[config.mk]
export PLATFORM = sky130hd
export DESIGN_NAME = settings_frame_parser
export DESIGN_NICKNAME = d
export VERILOG_FILES = /design/src/design/sfp_pkg.sv /design/src/design/sfp_in_stage.sv /design/src/design/sfp_engine.sv /design/src/design/sfp_out_stage.sv /design/src/design/settings_frame_parser.sv
export SDC_FILE = /design/constraint.sdc
export NUM_CORES = 1
export LEC_CHECK = 0
export BUFFER_PORTS_ARGS = -buffer_cell sky130_fd_sc_hd__clkbuf_2
export CORE_ASPECT_RATIO = 1.5
export CORE_MARGIN = 2
export CORE_UTILIZATION = 45
export CTS_BUF_LIST = sky130_fd_sc_hd__clkbuf_8
export DETAILED_ROUTE_END_ITERATION = 12
export HOLD_SLACK_MARGIN = 0.05
export SLEW_MARGIN = 30
export SYNTH_ARGS = -nofsm -noshare
export SYNTH_HDL_FRONTEND = slang
export SYNTH_SLANG_ARGS = --single-unit
[constraint.sdc]
create_clock -name clk -period 7.35 [get_ports clk]
set_input_delay 0.735 -clock clk [delete_from_list [all_inputs] [get_ports clk]]
set_output_delay 0.735 -clock clk [all_outputs]
set_load 0.05 [all_outputs]
[src/design/sfp_pkg.sv]
// ----------------------------------------------------------------------------
// sfp_pkg - settings frame parser shared types and constants
// Item and result records, status and error codes, setting ids and the
// reset values of the held settings.
// ----------------------------------------------------------------------------
package sfp_pkg;

  localparam int LenW   = 24;
  localparam int ShiftW = 40;
  localparam int PosW   = 3;

  // result status codes
  localparam logic [1:0] ST_BUSY    = 2'd0;
  localparam logic [1:0] ST_DONE    = 2'd1;
  localparam logic [1:0] ST_ERROR   = 2'd2;
  localparam logic [1:0] ST_IGNORED = 2'd3;

  // error kinds
  localparam logic [2:0] EK_NONE       = 3'd0;
  localparam logic [2:0] EK_ACK_BODY   = 3'd1;
  localparam logic [2:0] EK_LENGTH     = 3'd2;
  localparam logic [2:0] EK_PUSH       = 3'd3;
  localparam logic [2:0] EK_WINDOW     = 3'd4;
  localparam logic [2:0] EK_FRAME_SIZE = 3'd5;
  localparam logic [2:0] EK_UNKNOWN    = 3'd6;

  // input item kinds
  localparam logic OP_HEADER = 1'b0;
  localparam logic OP_BYTE   = 1'b1;

  // setting ids
  localparam logic [15:0] ID_TABLE_SIZE  = 16'd1;
  localparam logic [15:0] ID_PUSH        = 16'd2;
  localparam logic [15:0] ID_STREAMS     = 16'd3;
  localparam logic [15:0] ID_WINDOW      = 16'd4;
  localparam logic [15:0] ID_FRAME_SIZE  = 16'd5;
  localparam logic [15:0] ID_HEADER_LIST = 16'd6;

  localparam logic [PosW-1:0] LAST_ENTRY_POS = 3'd5;

  // reset values of the held settings
  localparam logic [31:0] RST_TABLE_SIZE  = 32'd4096;
  localparam logic        RST_PUSH        = 1'b1;
  localparam logic [31:0] RST_STREAMS     = 32'hFFFF_FFFF;
  localparam logic [30:0] RST_WINDOW      = 31'd65535;
  localparam logic [23:0] RST_FRAME_SIZE  = 24'd16384;
  localparam logic [31:0] RST_HEADER_LIST = 32'hFFFF_FFFF;

  typedef struct packed {
    logic [7:0]      body_byte;
    logic            ack_flag;
    logic [LenW-1:0] frame_length;
    logic            op;
  } sfp_item_t;

  typedef struct packed {
    logic [31:0] header_list;
    logic [23:0] frame_size;
    logic [30:0] window;
    logic [31:0] streams;
    logic        push;
    logic [31:0] table_size;
  } sfp_settings_t;

  typedef struct packed {
    sfp_settings_t settings;
    logic [2:0]    error_kind;
    logic [1:0]    status;
  } sfp_result_t;

  // Length is a multiple of six when it is even and its residue mod 3 is
  // zero. 16 == 1 (mod 3), so nibble sums keep the residue.
  function automatic logic len_mult_of_six(input logic [LenW-1:0] len);
    logic [6:0] s1;
    logic [4:0] s2;
    logic [3:0] s3;
    logic       m3;
    s1 = 7'(len[3:0]) + 7'(len[7:4]) + 7'(len[11:8])
       + 7'(len[15:12]) + 7'(len[19:16]) + 7'(len[23:20]);
    s2 = 5'(s1[6:4]) + 5'(s1[3:0]);
    s3 = 4'(5'(s2[4]) + 5'(s2[3:0]));
    m3 = (s3 == 4'd0) || (s3 == 4'd3) || (s3 == 4'd6) || (s3 == 4'd9)
      || (s3 == 4'd12) || (s3 == 4'd15);
    return m3 && !len[0];
  endfunction

endpackage

[src/design/sfp_in_stage.sv]
// ----------------------------------------------------------------------------
// sfp_in_stage - input register
// Captures one item per transaction and holds it until the parse stage
// moves it on.
// ----------------------------------------------------------------------------
module sfp_in_stage
  import sfp_pkg::*;
(
  input  logic      clk,
  input  logic      rst_n,
  input  logic      in_valid,
  output logic      in_ready,
  input  sfp_item_t in_item,
  input  logic      advance,
  output logic      fire,
  output sfp_item_t item
);

  logic      valid_r, valid_nxt;
  sfp_item_t item_r;

  assign in_ready  = !valid_r || advance;
  assign fire      = valid_r && advance;
  assign valid_nxt = (in_valid && in_ready) || (valid_r && !advance);
  assign item      = item_r;

  always_ff @(posedge clk) begin
    if (!rst_n) begin
      valid_r <= 1'b0;
    end else begin
      valid_r <= valid_nxt;
    end
  end

  always_ff @(posedge clk) begin
    if (in_valid && in_ready) begin
      item_r <= in_item;
    end
  end

endmodule

[src/design/sfp_engine.sv]
// ----------------------------------------------------------------------------
// sfp_engine - settings frame parse state
// Frame header checks, 6-byte entry assembly, entry validation and the
// six held settings. Produces the result of the current item.
// ----------------------------------------------------------------------------
module sfp_engine
  import sfp_pkg::*;
(
  input  logic        clk,
  input  logic        rst_n,
  input  logic        fire,
  input  sfp_item_t   item,
  output sfp_result_t result
);

  logic              in_frame_r, in_frame_nxt;
  logic [LenW-1:0]   bytes_left_r, bytes_left_nxt;
  logic [PosW-1:0]   pos_r, pos_nxt;
  logic [ShiftW-1:0] shift_r, shift_nxt;
  sfp_settings_t     set_r, set_nxt;

  logic [1:0]  status;
  logic [2:0]  err;
  logic [15:0] id;
  logic [31:0] val;
  logic [LenW-1:0] left_dec;

  assign id       = shift_r[39:24];
  assign val      = {shift_r[23:0], item.body_byte};
  assign left_dec = bytes_left_r - 1'b1;

  always_comb begin
    in_frame_nxt   = in_frame_r;
    bytes_left_nxt = bytes_left_r;
    pos_nxt        = pos_r;
    shift_nxt      = shift_r;
    set_nxt        = set_r;
    status         = ST_BUSY;
    err            = EK_NONE;

    if (item.op == OP_HEADER) begin
      in_frame_nxt   = 1'b0;
      bytes_left_nxt = '0;
      pos_nxt        = '0;
      shift_nxt      = '0;
      priority if (item.ack_flag && (item.frame_length != '0)) begin
        status = ST_ERROR;
        err    = EK_ACK_BODY;
      end else if (!len_mult_of_six(item.frame_length)) begin
        status = ST_ERROR;
        err    = EK_LENGTH;
      end else if (item.frame_length == '0) begin
        status = ST_DONE;
      end else begin
        in_frame_nxt   = 1'b1;
        bytes_left_nxt = item.frame_length;
      end
    end else if (!in_frame_r) begin
      status = ST_IGNORED;
    end else begin
      bytes_left_nxt = left_dec;
      if (pos_r == LAST_ENTRY_POS) begin
        pos_nxt   = '0;
        shift_nxt = '0;
        unique case (id)
          ID_TABLE_SIZE:  set_nxt.table_size = val;
          ID_PUSH: begin
            if (|val[31:1]) err = EK_PUSH;
            else set_nxt.push = val[0];
          end
          ID_STREAMS:     set_nxt.streams = val;
          ID_WINDOW: begin
            if (val[31]) err = EK_WINDOW;
            else set_nxt.window = val[30:0];
          end
          ID_FRAME_SIZE: begin
            // allowed range is 2^14 .. 2^24-1
            if ((|val[31:24]) || !(|val[23:14])) err = EK_FRAME_SIZE;
            else set_nxt.frame_size = val[23:0];
          end
          ID_HEADER_LIST: set_nxt.header_list = val;
          default:        err = EK_UNKNOWN;
        endcase
        priority if (err != EK_NONE) begin
          status         = ST_ERROR;
          in_frame_nxt   = 1'b0;
          bytes_left_nxt = '0;
        end else if (left_dec == '0) begin
          status       = ST_DONE;
          in_frame_nxt = 1'b0;
        end else begin
          status = ST_BUSY;
        end
      end else begin
        pos_nxt   = pos_r + 1'b1;
        shift_nxt = {shift_r[ShiftW-9:0], item.body_byte};
      end
    end
  end

  assign result.status     = status;
  assign result.error_kind = err;
  assign result.settings   = set_nxt;

  always_ff @(posedge clk) begin
    if (!rst_n) begin
      in_frame_r           <= 1'b0;
      bytes_left_r         <= '0;
      pos_r                <= '0;
      shift_r              <= '0;
      set_r.table_size     <= RST_TABLE_SIZE;
      set_r.push           <= RST_PUSH;
      set_r.streams        <= RST_STREAMS;
      set_r.window         <= RST_WINDOW;
      set_r.frame_size     <= RST_FRAME_SIZE;
      set_r.header_list    <= RST_HEADER_LIST;
    end else if (fire) begin
      in_frame_r   <= in_frame_nxt;
      bytes_left_r <= bytes_left_nxt;
      pos_r        <= pos_nxt;
      shift_r      <= shift_nxt;
      set_r        <= set_nxt;
    end
  end

endmodule

[src/design/sfp_out_stage.sv]
// ----------------------------------------------------------------------------
// sfp_out_stage - result register
// Holds one result until the downstream side takes it.
// ----------------------------------------------------------------------------
module sfp_out_stage
  import sfp_pkg::*;
(
  input  logic        clk,
  input  logic        rst_n,
  input  logic        fire,
  input  sfp_result_t result,
  output logic        advance,
  output logic        out_valid,
  input  logic        out_ready,
  output sfp_result_t out_result
);

  logic        valid_r, valid_nxt;
  sfp_result_t result_r;

  assign advance    = !valid_r || out_ready;
  assign valid_nxt  = fire || (valid_r && !out_ready);
  assign out_valid  = valid_r;
  assign out_result = result_r;

  always_ff @(posedge clk) begin
    if (!rst_n) begin
      valid_r <= 1'b0;
    end else begin
      valid_r <= valid_nxt;
    end
  end

  always_ff @(posedge clk) begin
    if (fire) begin
      result_r <= result;
    end
  end

endmodule

[src/design/settings_frame_parser.sv]
// Each item passes the input register, then the result register behind out_tvalid.
// Throughput: one item per cycle; the input register, the parse logic and
// the result register form a two-register pipeline stalled by out_tready.
// Reset (synchronous, rst_n low): both stages empty, no frame open, held
// settings return to their protocol defaults.
// ----------------------------------------------------------------------------
// settings_frame_parser - settings frame parser top level
// Streams frame headers and body bytes in, one result out per item.
// ----------------------------------------------------------------------------
module settings_frame_parser
  import sfp_pkg::*;
(
  input  logic         clk,
  input  logic         rst_n,
  input  logic         in_tvalid,
  output logic         in_tready,
  input  logic [39:0]  in_tdata,   // frame_length[23:0], ack_flag[24], body_byte[32:25]
  input  logic         in_tuser,   // op[0]
  output logic         out_tvalid,
  input  logic         out_tready,
  // error_kind[2:0], header_table_size[34:3], enable_push[35],
  // max_concurrent_streams[67:36], initial_window[98:68],
  // max_frame_size[122:99], max_header_list[154:123]
  output logic [159:0] out_tdata,
  output logic [1:0]   out_tuser   // status[1:0]
);

  sfp_item_t   in_item, item;
  sfp_result_t result, out_result;
  logic        fire, advance;

  assign in_item.op           = in_tuser;
  assign in_item.frame_length = in_tdata[23:0];
  assign in_item.ack_flag     = in_tdata[24];
  assign in_item.body_byte    = in_tdata[32:25];

  sfp_in_stage u_in (
    .clk      (clk),
    .rst_n    (rst_n),
    .in_valid (in_tvalid),
    .in_ready (in_tready),
    .in_item  (in_item),
    .advance  (advance),
    .fire     (fire),
    .item     (item)
  );

  sfp_engine u_engine (
    .clk    (clk),
    .rst_n  (rst_n),
    .fire   (fire),
    .item   (item),
    .result (result)
  );

  sfp_out_stage u_out (
    .clk        (clk),
    .rst_n      (rst_n),
    .fire       (fire),
    .result     (result),
    .advance    (advance),
    .out_valid  (out_tvalid),
    .out_ready  (out_tready),
    .out_result (out_result)
  );

  assign out_tuser = out_result.status;
  assign out_tdata = {5'd0,
                      out_result.settings.header_list,
                      out_result.settings.frame_size,
                      out_result.settings.window,
                      out_result.settings.streams,
                      out_result.settings.push,
                      out_result.settings.table_size,
                      out_result.error_kind};

endmodule

### Word level (Yosys, flattened, before mapping)

Cells that the tools add are included.

| storage, ports and cells | value |
|---|---|
| output and inout port bits | 164 |
| memories | 0 |
| ROM bits | 0 |
| bits in latches | 0 |
| bits in writable memories | 0 |
| flip-flop bits (word level) | 413 |
| input port bits | 45 |

| cells by class | value |
|---|---|
| reduce and logical (&&, ||, !) cells | 32 |
| div/mod/pow operators | 0 |
| $mul | 0 |
| shift operators | 0 |
| $add $sub $neg | 9 |
| $lt $le $gt $ge | 0 |
| eq/ne operators | 13 |
| bitwise operators | 0 |
| mux-type cells | 53 |

Operators by type and width:

| cell | count |
|---|---|
| 2-to-1 mux 152 bit | 3 |
| 2-to-1 mux 24 bit | 9 |
| 2-to-1 mux 40 bit | 3 |
| 2-to-1 mux 32 bit | 3 |
| 2-to-1 mux 31 bit | 2 |
| equality test 16 x 3 -> 1 bit, second input constant | 3 |
| logical NOT 24 bit | 2 |
| 2-to-1 mux 3 bit | 12 |
| equality test 16 x 2 -> 1 bit, second input constant | 2 |
| OR reduction 31 bit | 1 |
| adder 7 x 4 -> 7 bit | 4 |
| nonzero test 24 bit | 1 |
| subtractor 24 x 1 -> 24 bit, second input constant | 1 |
| equality test 16 x 1 -> 1 bit, second input constant | 1 |
| 2-to-1 mux 2 bit | 8 |
| equality test 4 bit, second input constant | 3 |
| 2-to-1 mux 1 bit | 12 |
| one-hot mux 3 bit (4 select lines) | 1 |
| logical OR 1 bit | 10 |
| OR reduction 10 bit | 1 |
| OR reduction 8 bit | 1 |
| logical AND 1 bit | 6 |
| logical NOT 1 bit | 6 |
| adder 3 x 4 -> 5 bit | 1 |
| 11 further kinds | 11 |

### Longest topological paths before layout

Gate-level depths: netlist (run 1).

| depth | value |
|---|---|
| word-level depth | 17 |
| depth in mapped cells | 27 |
| gate-level depth less buffers | 26 |

### Modules after synthesis

Synthesis (run 1) repeated with hierarchy kept, for this count alone.

| second synthesis, totals | value |
|---|---|
| cell total of the unflattened synthesis | 1,660 |
| area, all modules | 17,605.6 µm² |

By module, submodules not included:

| module | seq. area each (µm²) | times used | cells each | area an instance (µm²) |
|---|---|---|---|---|
| sfp_engine | 4,404.2 | 1 | 1,453 | 11,715.0 |
| sfp_out_stage | 4,734.5 | 1 | 161 | 4,763.3 |
| sfp_in_stage | 1,041.0 | 1 | 40 | 1,086.0 |
| settings_frame_parser | 0.0 | 1 | 6 | 41.3 |

### Worst setup path after synthesis (run 1)

OpenSTA, ideal clock, no wires.

| timing path | value |
|---|---|
| path type | input to register |
| from | input port out_tready |
| to | register u_out.result_r (netlist bit u_out.out_result[0]), enable pin |
| library setup time | 0.582 ns |
| stages on the path | 6 |
| setup slack | 0.896 ns |
| required time | 6.768 ns |
| data arrival time | 5.871 ns |
| cell sequence | nor2b_1 > nand2b_1 > clkbuf_1 > clkinv_1 > clkbuf_1 > clkbuf_1 |

| between the ends | value |
|---|---|
| longest elaborated chain between the ends | 2 |

Ends and longest elaborated chain:

| item | line | RTL |
|---|---|---|
| start: declaration | settings_frame_parser.sv:20 | `input logic out_tready,` |
| logical OR 1 bit | sfp_out_stage.sv:21 | `assign advance = !valid_r \|\| out_ready;` |
| logical AND 1 bit | sfp_in_stage.sv:23 | `assign fire = valid_r && advance;` |
| net fire | settings_frame_parser.sv:30 | `logic fire, advance;` |
| end signal: assignment | sfp_out_stage.sv:36 | `result_r <= result;` |
| end: declaration | sfp_out_stage.sv:19 | `sfp_result_t result_r;` |

The timed path passes the listed nets, and every way through them passes these cells.
A chain may end at the register's enable or synchronous reset.

### Final worst setup path (run 1)

| timing path | value |
|---|---|
| from | register u_in.item_r (netlist bit u_in.item[1]) |
| to | register u_engine.bytes_left_r[3] |

| between the ends | value |
|---|---|
| longest elaborated chain between the ends | 17 |

Ends and longest elaborated chain:

| item | line | RTL |
|---|---|---|
| start: declaration | sfp_in_stage.sv:20 | `sfp_item_t item_r;` |
| start signal: assignment | sfp_in_stage.sv:37 | `item_r <= in_item;` |
| adder 4 x 4 -> 5 bit | sfp_pkg.sv:78 | `s1 = 7'(len[3:0]) + 7'(len[7:4]) + 7'(len[11:8])` |
| adder 7 x 4 -> 7 bit | sfp_pkg.sv:78 |  |
| adder 7 x 4 -> 7 bit (3 in a row) | sfp_pkg.sv:79 | `+ 7'(len[15:12]) + 7'(len[19:16]) + 7'(len[23:20]);` |
| adder 3 x 4 -> 5 bit | sfp_pkg.sv:80 | `s2 = 5'(s1[6:4]) + 5'(s1[3:0]);` |
| adder 1 x 4 -> 4 bit | sfp_pkg.sv:81 | `s3 = 4'(5'(s2[4]) + 5'(s2[3:0]));` |
| equality test 4 x 2 -> 1 bit or logical NOT 4 bit (tied branches) | sfp_pkg.sv:82 | `m3 = (s3 == 4'd0) \|\| (s3 == 4'd3) \|\| (s3 == 4'd6) \|\| (s3 == 4'd9)` |
| logical OR 1 bit (3 in a row) | sfp_pkg.sv:82 |  |
| logical OR 1 bit (2 in a row) | sfp_pkg.sv:83 | `\|\| (s3 == 4'd12) \|\| (s3 == 4'd15);` |
| logical AND 1 bit | sfp_pkg.sv:84 | `return m3 && !len[0];` |
| 2-to-1 mux 24 bit | sfp_engine.sv:49 | `end else if (!len_mult_of_six(item.frame_length)) begin` |
| 2-to-1 mux 24 bit (*) | sfp_engine.sv:46 | `priority if (item.ack_flag && (item.frame_length != '0)) begin` |
| 2-to-1 mux 24 bit (*) | sfp_engine.sv:41 | `if (item.op == OP_HEADER) begin` |
| end signal: assignment | sfp_engine.sv:119 | `bytes_left_r <= bytes_left_nxt;` |
| end: declaration | sfp_engine.sv:17 | `logic [LenW-1:0] bytes_left_r, bytes_left_nxt;` |

Every way passes the cells marked *; elsewhere a longest branch is shown, timed or not.

==> results of run 1 <==
cell type report:
| class | count | area share, % |
|---|---|---|
| Clock buffer | 65 | 4.50 |
| Sequential cell | 413 | 51.2 |
| Inverter | 32 | 0.654 |
| Timing Repair Buffer | 216 | 6.10 |
| Clock inverter | 44 | 1.21 |
| Multi-Input combinational cell | 1005 | 33.3 |
| Antenna cell | 1 | 0.0126 |
| Tap cell | 489 | 3.08 |
metal layers:
layer / wire, µm / global-route usage [%]
met1: 17200 / 25.8
met5: 0 / 0
met2: 21100 / 36.0
met3: 2090 / 3.22
met4: 1780 / 9.29
kinds of logic (layout without fill, tap and decap cells):
family | after synthesis | in the layout | share of synthesized area, %
AO/OA/AOI/OAI | 205 | 205 | 8.37
AND/OR/NAND/NOR | 591 | 591 | 15.6
other | 1 | 6 | 0.0217
buffers and inverters | 132 | 357 | 3.11
adder cells (fa/ha/maj) | 34 | 34 | 3.07
XOR/XNOR | 17 | 17 | 0.862
flip-flops | 413 | 413 | 59.0
multiplexers | 153 | 153 | 9.97
state kept, by name, summed over array words and instances (netlist names):
signal,count
u_engine.set_r,152
u_engine.bytes_left_r,24
u_engine.in_frame_r,1
u_out.out_valid,1
u_engine.pos_r,3
u_in.item,34
u_out.out_result,157
u_in.valid_r,1
u_engine.shift_r,40
power by group:
group,leakage (nW),switching [mW],internal [mW]
Combinational,3.88,0.921,0.537
Clock,0.664,0.856,0.882
Sequential,3.51,0.0898,2.54
critical path, cell delays in order, from the launching register on:
cell and delay (ps):
edfxtp_1 420, ha_1 250, fa_1 400, xor2_1 180
fa_1 450, fa_1 480, inv_1 50, fa_1 470
inv_1 60, ha_1 270, a21o_1 150, a21oi_1 220
xnor2_1 100, ha_1 220, fa_1 470, a21oi_1 170
nor2_1 60, ha_1 210, ha_1 330, xor2_1 260
nor2_1 80, and3_1 190, o41ai_1 490, a21oi_2 90
buf_4 240, buf_4 170, a221oi_1 240, nor2_1 70
worst paths after layout:
check / startpoint / endpoint / cells past startpoint
setup / recovery: u_in.item[1] / u_engine.bytes_left_r[3] / 27
hold reg to reg: u_engine.set_r[15] / u_engine.set_r[15] / 2
setup reg to reg: u_in.item[1] / u_engine.bytes_left_r[3] / 27
hold / removal: in_tdata[4] / u_in.item[5] / 1
cells in the final DEF, fill, tap and decap left out, types with 20 or more instances in the layout:
cell,count
clkbuf_8,65
inv_1,51
nor3_1,31
nand3_1,97
o211a_1,23
a22oi_1,49
nand2_1,254
a21oi_1,56
mux2_2,144
o21ai_0,20
nor2_1,107
dfxtp_1,222
ha_1,20
nor4_1,23
nand2b_1,30
edfxtp_1,191
clkbuf_2,195
==> run_results.csv, run 1 <==
group,metric,value,unit
cells_and_area,drive_above_1_share,25.5,%
routing,viasPerCell,5.44,
die,ios,209,
critical_path,crit_required,7830,ps
sta,worst_pin_slew,930,ps
die,dieHeight,244,µm
clocking,postCtsHoldBufs,0,
yosys,synthCells,1546,
critical_path,path_class,"flip-flop to flip-flop",
placed_design,placedCellCount,2154,
sta,final.min_clock_period,6910,ps
routing,wire_per_inst,18.6,µm
yosys,synth_flop_cell,"dfxtp_1",
placed_design,dp_hpwl,26900,µm
yosys,synth_cell_types,67,
placed_design,pre_cts_ws,439,ps
critical_path,start_kind,"flip-flop",
sta,slew_headroom,37.6,%
clocking,cts_setup_buffers,0,
critical_path,r2r_setup_slack,440,ps
routing,first_pass_iters,5,
run,drv_cap,0,
yosys,synth_area_leaders,"edfxtp_1, dfxtp_1, mux2_2",
grt,grt_pass1_vias,11999,
sta,setup_tns,0,ps
clocking,root_buffer,"clkbuf_8",
yosys,synth_common_cells,"nand2_1, dfxtp_1, edfxtp_1, mux2_2, nor2_1",
power,power.leakage,8.05,nW
die,dieWidth,164,µm
sta,hold_slack,301,ps
sta,timing.final.crit_share,94.0,%
die,rows,87,
grt,grt_max_degree,119,
critical_path,critPathMaxFanout,22,
sta,hold_viol_final,0,
routing,wirelength,42200,µm
power,p_per_area,293,mW/mm²
hold_path,hp-class,"input pin to flip-flop",
placed_design,routabilityCongestion,0.865,
sta,rsz0062_at_grt,"false",
cells_and_area,register_area,0.0102,mm²
sta,max_freq,145,MHz
clocking,cts_tree,"built",
yosys,synth_top_area_share,33.2,%
die,start_util,45.7,%
placed_design,port_buffers,196,
yosys,yosys_warnings,0,
clocking,cts_buffers,59,
grt,grt_pass1_wl,65400,µm
grt,antenna_found_initial,1,
yosys,ys_seq_area_share,59.0,%
critical_path,cp.arrival,7390,ps
clocking,clkLatencyLatePin,630,ps
grt,overflow,0,
clocking,cts_buffer_depth,3,
cells_and_area,layout.nets,1806,
power,power.total,5.83,mW
yosys,synth_area_per_cell,11.2,µm²
routing,drt-initial-drc-count,1004,
yosys,synth_area_leader_cell,"edfxtp_1",
cells_and_area,fillers,3363,
clocking,clkTransAtPathRegs,60,ps
outcome,status,"finished, final reports clean",
yosys,synth_seq_cells,413,
cells_and_area,multi_input_area,0.00662,mm²
routing,drc,0,
routing,final_antenna_net_count,0,
yosys,netlist_area,0.0173,mm²
critical_path,end_kind,"flip-flop",
yosys,synth.most_common_cell,"nand2_1",
yosys,synth-edff-count,191,
grt,grt_usage,20.9,%
sta,setup_viol,0,
die,core_area,0.0378,mm²
clocking,cts_resized,0,
routing,vias,12320,
power,peakVddDrop,0.225,mV
cells_and_area,area_growth,15.2,%
placed_design,place_area,0.0187,mm²
sta,slew_violations,0,
yosys,async_reset_ff_share,0,%
clocking,cts_htree_levels,2,
die,die-area,0.0400,mm²
cells_and_area,final_cells,2265,
sta,skew,36.1,ps
sta,setup_ws,445,ps
clocking,cts.sinks,413,
cells_and_area,stdcell_area,0.0199,mm²
cells_and_area,fin_util,52.7,%
No activity file was read; power rests on OpenSTA's default activity.
==> run 2: changes to the inputs <==
Settings changed: BUFFER_PORTS_ARGS -buffer_cell sky130_fd_sc_hd__clkbuf_2 to -buffer_cell sky130_fd_sc_hd__buf_2, CORE_UTILIZATION 45 to 60, PLACE_DENSITY set to 0.82.
==> run 2 against run 1 <==
Against the previous run: clock power fell by 5%; sequential share of layout area rose by 0.74 points; maximum frequency barely moved; combinational power barely moved; critical endpoint is now u_engine.bytes_left_r[14]; register-to-register slack barely moved; setup slack got worse by 3.9 ps; sequential power barely moved; via count rose by 2.1%; critical path type unchanged.
==> run_results.csv, run 2 (synthesis results as in run 1) <==
group,metric,value,unit
run,drv_cap,0,
grt,antenna_found_initial,0,
grt,overflow,0,
power,power.leakage,7.94,nW
cells_and_area,drive_above_1_share,25.1,%
outcome,status,"finished, final reports clean",
power,p_per_area,293,mW/mm²
grt,grt_pass1_vias,12216,
clocking,clkLatencyLatePin,620,ps
placed_design,routabilityCongestion,0.871,
sta,hold_viol_final,0,
power,peakVddDrop,0.283,mV
cells_and_area,layout.nets,1800,
critical_path,start_kind,"flip-flop",
placed_design,placedCellCount,2012,
clocking,clkTransAtPathRegs,70,ps
critical_path,crit_family,"adder cells",
die,start_util,60.5,%
sta,slew_headroom,34.1,%
cells_and_area,fillers,2097,
sta,final.min_clock_period,6910,ps
critical_path,path_buf_inv,3,
clocking,cts_htree_levels,2,
grt,grt_max_degree,128,
die,core_area,0.0285,mm²
grt,met3_usage,4.18,%
sta,setup_tns,0,ps
routing,drc,0,
clocking,root_buffer,"clkbuf_8",
die,rows,76,
critical_path,cp.arrival,7450,ps
sta,timing.final.crit_share,94.0,%
sta,rsz0062_at_grt,"false",
routing,first_pass_iters,7,
die,ios,209,
sta,setup_viol,0,
grt,grt.busiest_layer,"met2",
critical_path,end_kind,"flip-flop",
cells_and_area,largest_register_ff_count,157,
clocking,cts_buffers,57,
routing,wirelength,40100,µm
critical_path,path_class,"flip-flop to flip-flop",
routing,wire_per_inst,18.9,µm
routing,viasPerCell,5.93,
clocking,cts_buffer_depth,3,
cells_and_area,area_growth,13.6,%
placed_design,dp_hpwl,25300,µm
sta,slew_violations,0,
sta,hold_slack,295,ps
clocking,cts.sinks,413,
cells_and_area,antenna_cells,0,
grt,grt_usage,26.2,%
die,dieHeight,212,µm
critical_path,cp_slowest_cell,"or4_1",
die,die-area,0.0302,mm²
clocking,cts_tree,"built",
cells_and_area,mostFrequentLayoutCell,"nand2_1",
routing,final_antenna_net_count,0,
die,dieWidth,143,µm
placed_design,port_buffers,196,
routing,drt-initial-drc-count,973,
grt,gr-usage-met2,46.7,%
cells_and_area,final_cells,2121,
sta,max_freq,145,MHz
critical_path,critPathMaxFanout,24,
cells_and_area,final_cell_mix,"nand2_1, dfxtp_1, buf_2",
sta,skew,27.9,ps
grt,grt.met1_usage,31.7,%
sta,worst_pin_slew,989,ps
critical_path,crit_required,7890,ps
power,power.total,5.75,mW
hold_path,hp-class,"input pin to flip-flop",
critical_path,worst_path_largest_cell_delay,520,ps
grt,grt_pass1_wl,62500,µm
routing,vias,12576,
run 2: worst paths after layout:
kind | end | startpoint | cells past startpoint | slack [ps]
max reg2reg | u_engine.bytes_left_r[14] | u_in.item[5] | 25 | 440
min | u_in.item[22] | in_tdata[21] | 1 | 290
max | u_engine.bytes_left_r[14] | u_in.item[5] | 25 | 440
min reg2reg | u_engine.set_r[0] | u_engine.set_r[0] | 2 | 450
run 2: power by group:
group	total, mW	switching, mW	internal [mW]
clock	1.65	0.843	0.804
combinational	1.48	0.940	0.542
sequential	2.62	0.0845	2.54
run 2: per-layer routing:
layer	share of wire, %	routed length [µm]	vias up
li1	-	-	5884
met1	39	15600	6153
met2	52	20900	438
met3	5.3	2110	101
met4	3.5	1420	0
met5	0	0	-
run 2: timing repair:
item                                   4_1_cts  5_1_grt
hold buffers                                 0        0
setup endpoints to repair                    0        5
resized for setup                            0        1
endpoints found under the hold margin        0        0
buffers inserted                             0        0
run 2: worst reg2reg max path: stages, from the launching register on:
cell	delay [ps]
edfxtp_1	440
ha_1	240
fa_1	400
xor2_1	230
fa_1	470
fa_1	500
inv_1	50
fa_1	480
inv_1	60
ha_1	280
a21o_1	170
a21oi_1	230
xnor2_1	100
ha_1	220
fa_1	460
a21oi_1	170
nor2_1	60
ha_1	210
ha_1	340
xor2_1	190
or4_1	520
a41o_1	220
a21oi_2	140
buf_4	300
a22oi_1	150
o22ai_1	190
run 2: final cells by class:
cell class | instances | area [µm²] | share of cell area [%]
timing repair buffer | 212 | 1170 | 5.95
sequential | 413 | 10200 | 51.9
multi-input combinational | 1005 | 6620 | 33.8
clock inverter | 47 | 229 | 1.17
clock buffer | 61 | 840 | 4.28
inverter | 32 | 129 | 0.657
tap | 351 | 439 | 2.24
run 2: stage by stage:
step / setup slack [ps] / instance area [µm²] / util, %
after floorplan: 896 / 17300 / -
after global placement: 660 / 18400 / 64.6
after detailed placement: 413 / 18500 / 64.9
after CTS: 378 / 19600 / 68.6
after global routing: 108 / 19600 / 68.7
final: 441 / 19600 / 68.7
==> run 3: changes to the inputs <==
Settings changed: CORE_UTILIZATION 60 to 63, PLACE_DENSITY 0.82 to 0.85.
Clock period 7.35 ns to 8.48 ns, I/O delays scaled along.
==> run 3 against run 2 <==
Against the previous run: critical path depth increased by 1; core utilization grew 3.8 points; setup slack better by 970 ps; flip-flop and latch count unchanged; design area increased by 0.36%; cell count down 0.66%; via count up 1.5%; clock skew down 13 ps; critical endpoint is now u_engine.bytes_left_r[5]; largest power group unchanged; highest routed layer unchanged.
==> run_results.csv, run 3 (synthesis results as in run 1) <==
group,metric,value,unit
placed_design,place_area,0.0185,mm²
clocking,cts_tree,"built",
die,die-area,0.0288,mm²
critical_path,r2r_setup_slack,1420,ps
routing,vias,12764,
clocking,cts_resized,0,
clocking,cts.sinks,413,
critical_path,cp.arrival,7570,ps
sta,setup_ws,1420,ps
sta,hold_viol_final,0,
routing,drt-initial-drc-count,966,
sta,slew_headroom,35.3,%
sta,setup_viol,0,
routing,viasPerCell,6.06,
critical_path,worst_path_largest_cell_delay,530,ps
routing,drc,0,
cells_and_area,largest_register_ff_count,157,
cells_and_area,final_cells,2107,
critical_path,cp_slowest_cell,"edfxtp_1",
power,peakVddDrop,0.306,mV
critical_path,crit_family,"adder cells",
cells_and_area,final_cell_mix,"nand2_1, dfxtp_1, buf_2",
critical_path,critPathLaunch,"u_in.item[1]",
sta,final.min_clock_period,7060,ps
cells_and_area,antenna_cells,0,
critical_path,start_kind,"flip-flop",
clocking,clkTransAtPathRegs,70,ps
placed_design,pre_cts_ws,1420,ps
die,start_util,63.6,%
die,core_area,0.0271,mm²
power,power.total,5.13,mW
placed_design,port_buffers,196,
hold_path,hold_path.startpoint,"in_tdata[20]",
cells_and_area,layout.nets,1796,
grt,antenna_found_initial,0,
clocking,root_buffer,"clkbuf_8",
cells_and_area,stdcell_area,0.0197,mm²
cells_and_area,fin_util,72.5,%
cells_and_area,drive_above_1_share,25.7,%
sta,skew,15.4,ps
grt,overflow,0,
clocking,postCtsHoldBufs,0,
power,power.leakage,7.94,nW
power,p_per_area,261,mW/mm²
cells_and_area,area_growth,14.0,%
placed_design,dp_hpwl,25600,µm
critical_path,r2r-start,"u_in.item[1]",
routing,wire_per_inst,19.4,µm
clocking,cts_setup_buffers,0,
critical_path,critPathMaxFanout,24,
clocking,cts_htree_levels,2,
die,rows,74,
sta,max_freq,142,MHz
hold_path,hp-class,"input pin to flip-flop",
routing,wirelength,40900,µm
placed_design,placedCellCount,2001,
clocking,cts_buffer_depth,3,
sta,setup_tns,0,ps
sta,rsz0062_at_grt,"false",
die,dieWidth,139,µm
grt,grt_pass1_wl,63500,µm
critical_path,crit_required,8980,ps
sta,worst_pin_slew,971,ps
clocking,clkLatencyLatePin,620,ps
sta,hold_slack,403,ps
critical_path,end_kind,"flip-flop",
routing,first_pass_iters,6,
critical_path,path_buf_inv,3,
grt,grt_usage,27.6,%
critical_path,path_class,"flip-flop to flip-flop",
sta,slew_violations,0,
die,dieHeight,207,µm
die,ios,209,
clocking,cts_buffers,56,
sta,timing.final.crit_share,83.3,%
placed_design,routabilityCongestion,0.894,
grt,grt_pass1_vias,12317,
outcome,status,"finished, final reports clean",
grt,grt_max_degree,142,
routing,final_antenna_net_count,0,
run,drv_cap,0,
cells_and_area,mostFrequentLayoutCell,"nand2_1",
-- run 3: area by class of cell --
type                       count  area [µm²]
clock buffer                  73        1000
clock inverter                33         193
fill                        1823        7450
inverter                      32         129
multi-input combinational   1005        6620
sequential                   413       10200
tap                          342         428
timing repair buffer         209        1120
-- run 3: where the power goes --
part	internal (mW)	total, mW	switching, mW
Clock	0.833	1.57	0.735
Combinational	0.462	1.28	0.820
Sequential	2.20	2.28	0.0746
Total	3.50	5.13	1.63
-- run 3: routing by layer --
layer	vias to the layer above	wire, µm	global-route usage (%)
met3	108	2680	5.01
li1	5884	-	-
met2	555	21400	49.0
met1	6217	15200	32.7
met4	0	1600	13.2
met5	-	0	0
-- run 3: worst paths after layout --
check                                  end  cells after the start
setup / recovery  u_engine.bytes_left_r[5]                     26
hold / removal               u_in.item[21]                      1
setup reg to reg  u_engine.bytes_left_r[5]                     26
hold reg to reg          u_engine.set_r[8]                      2
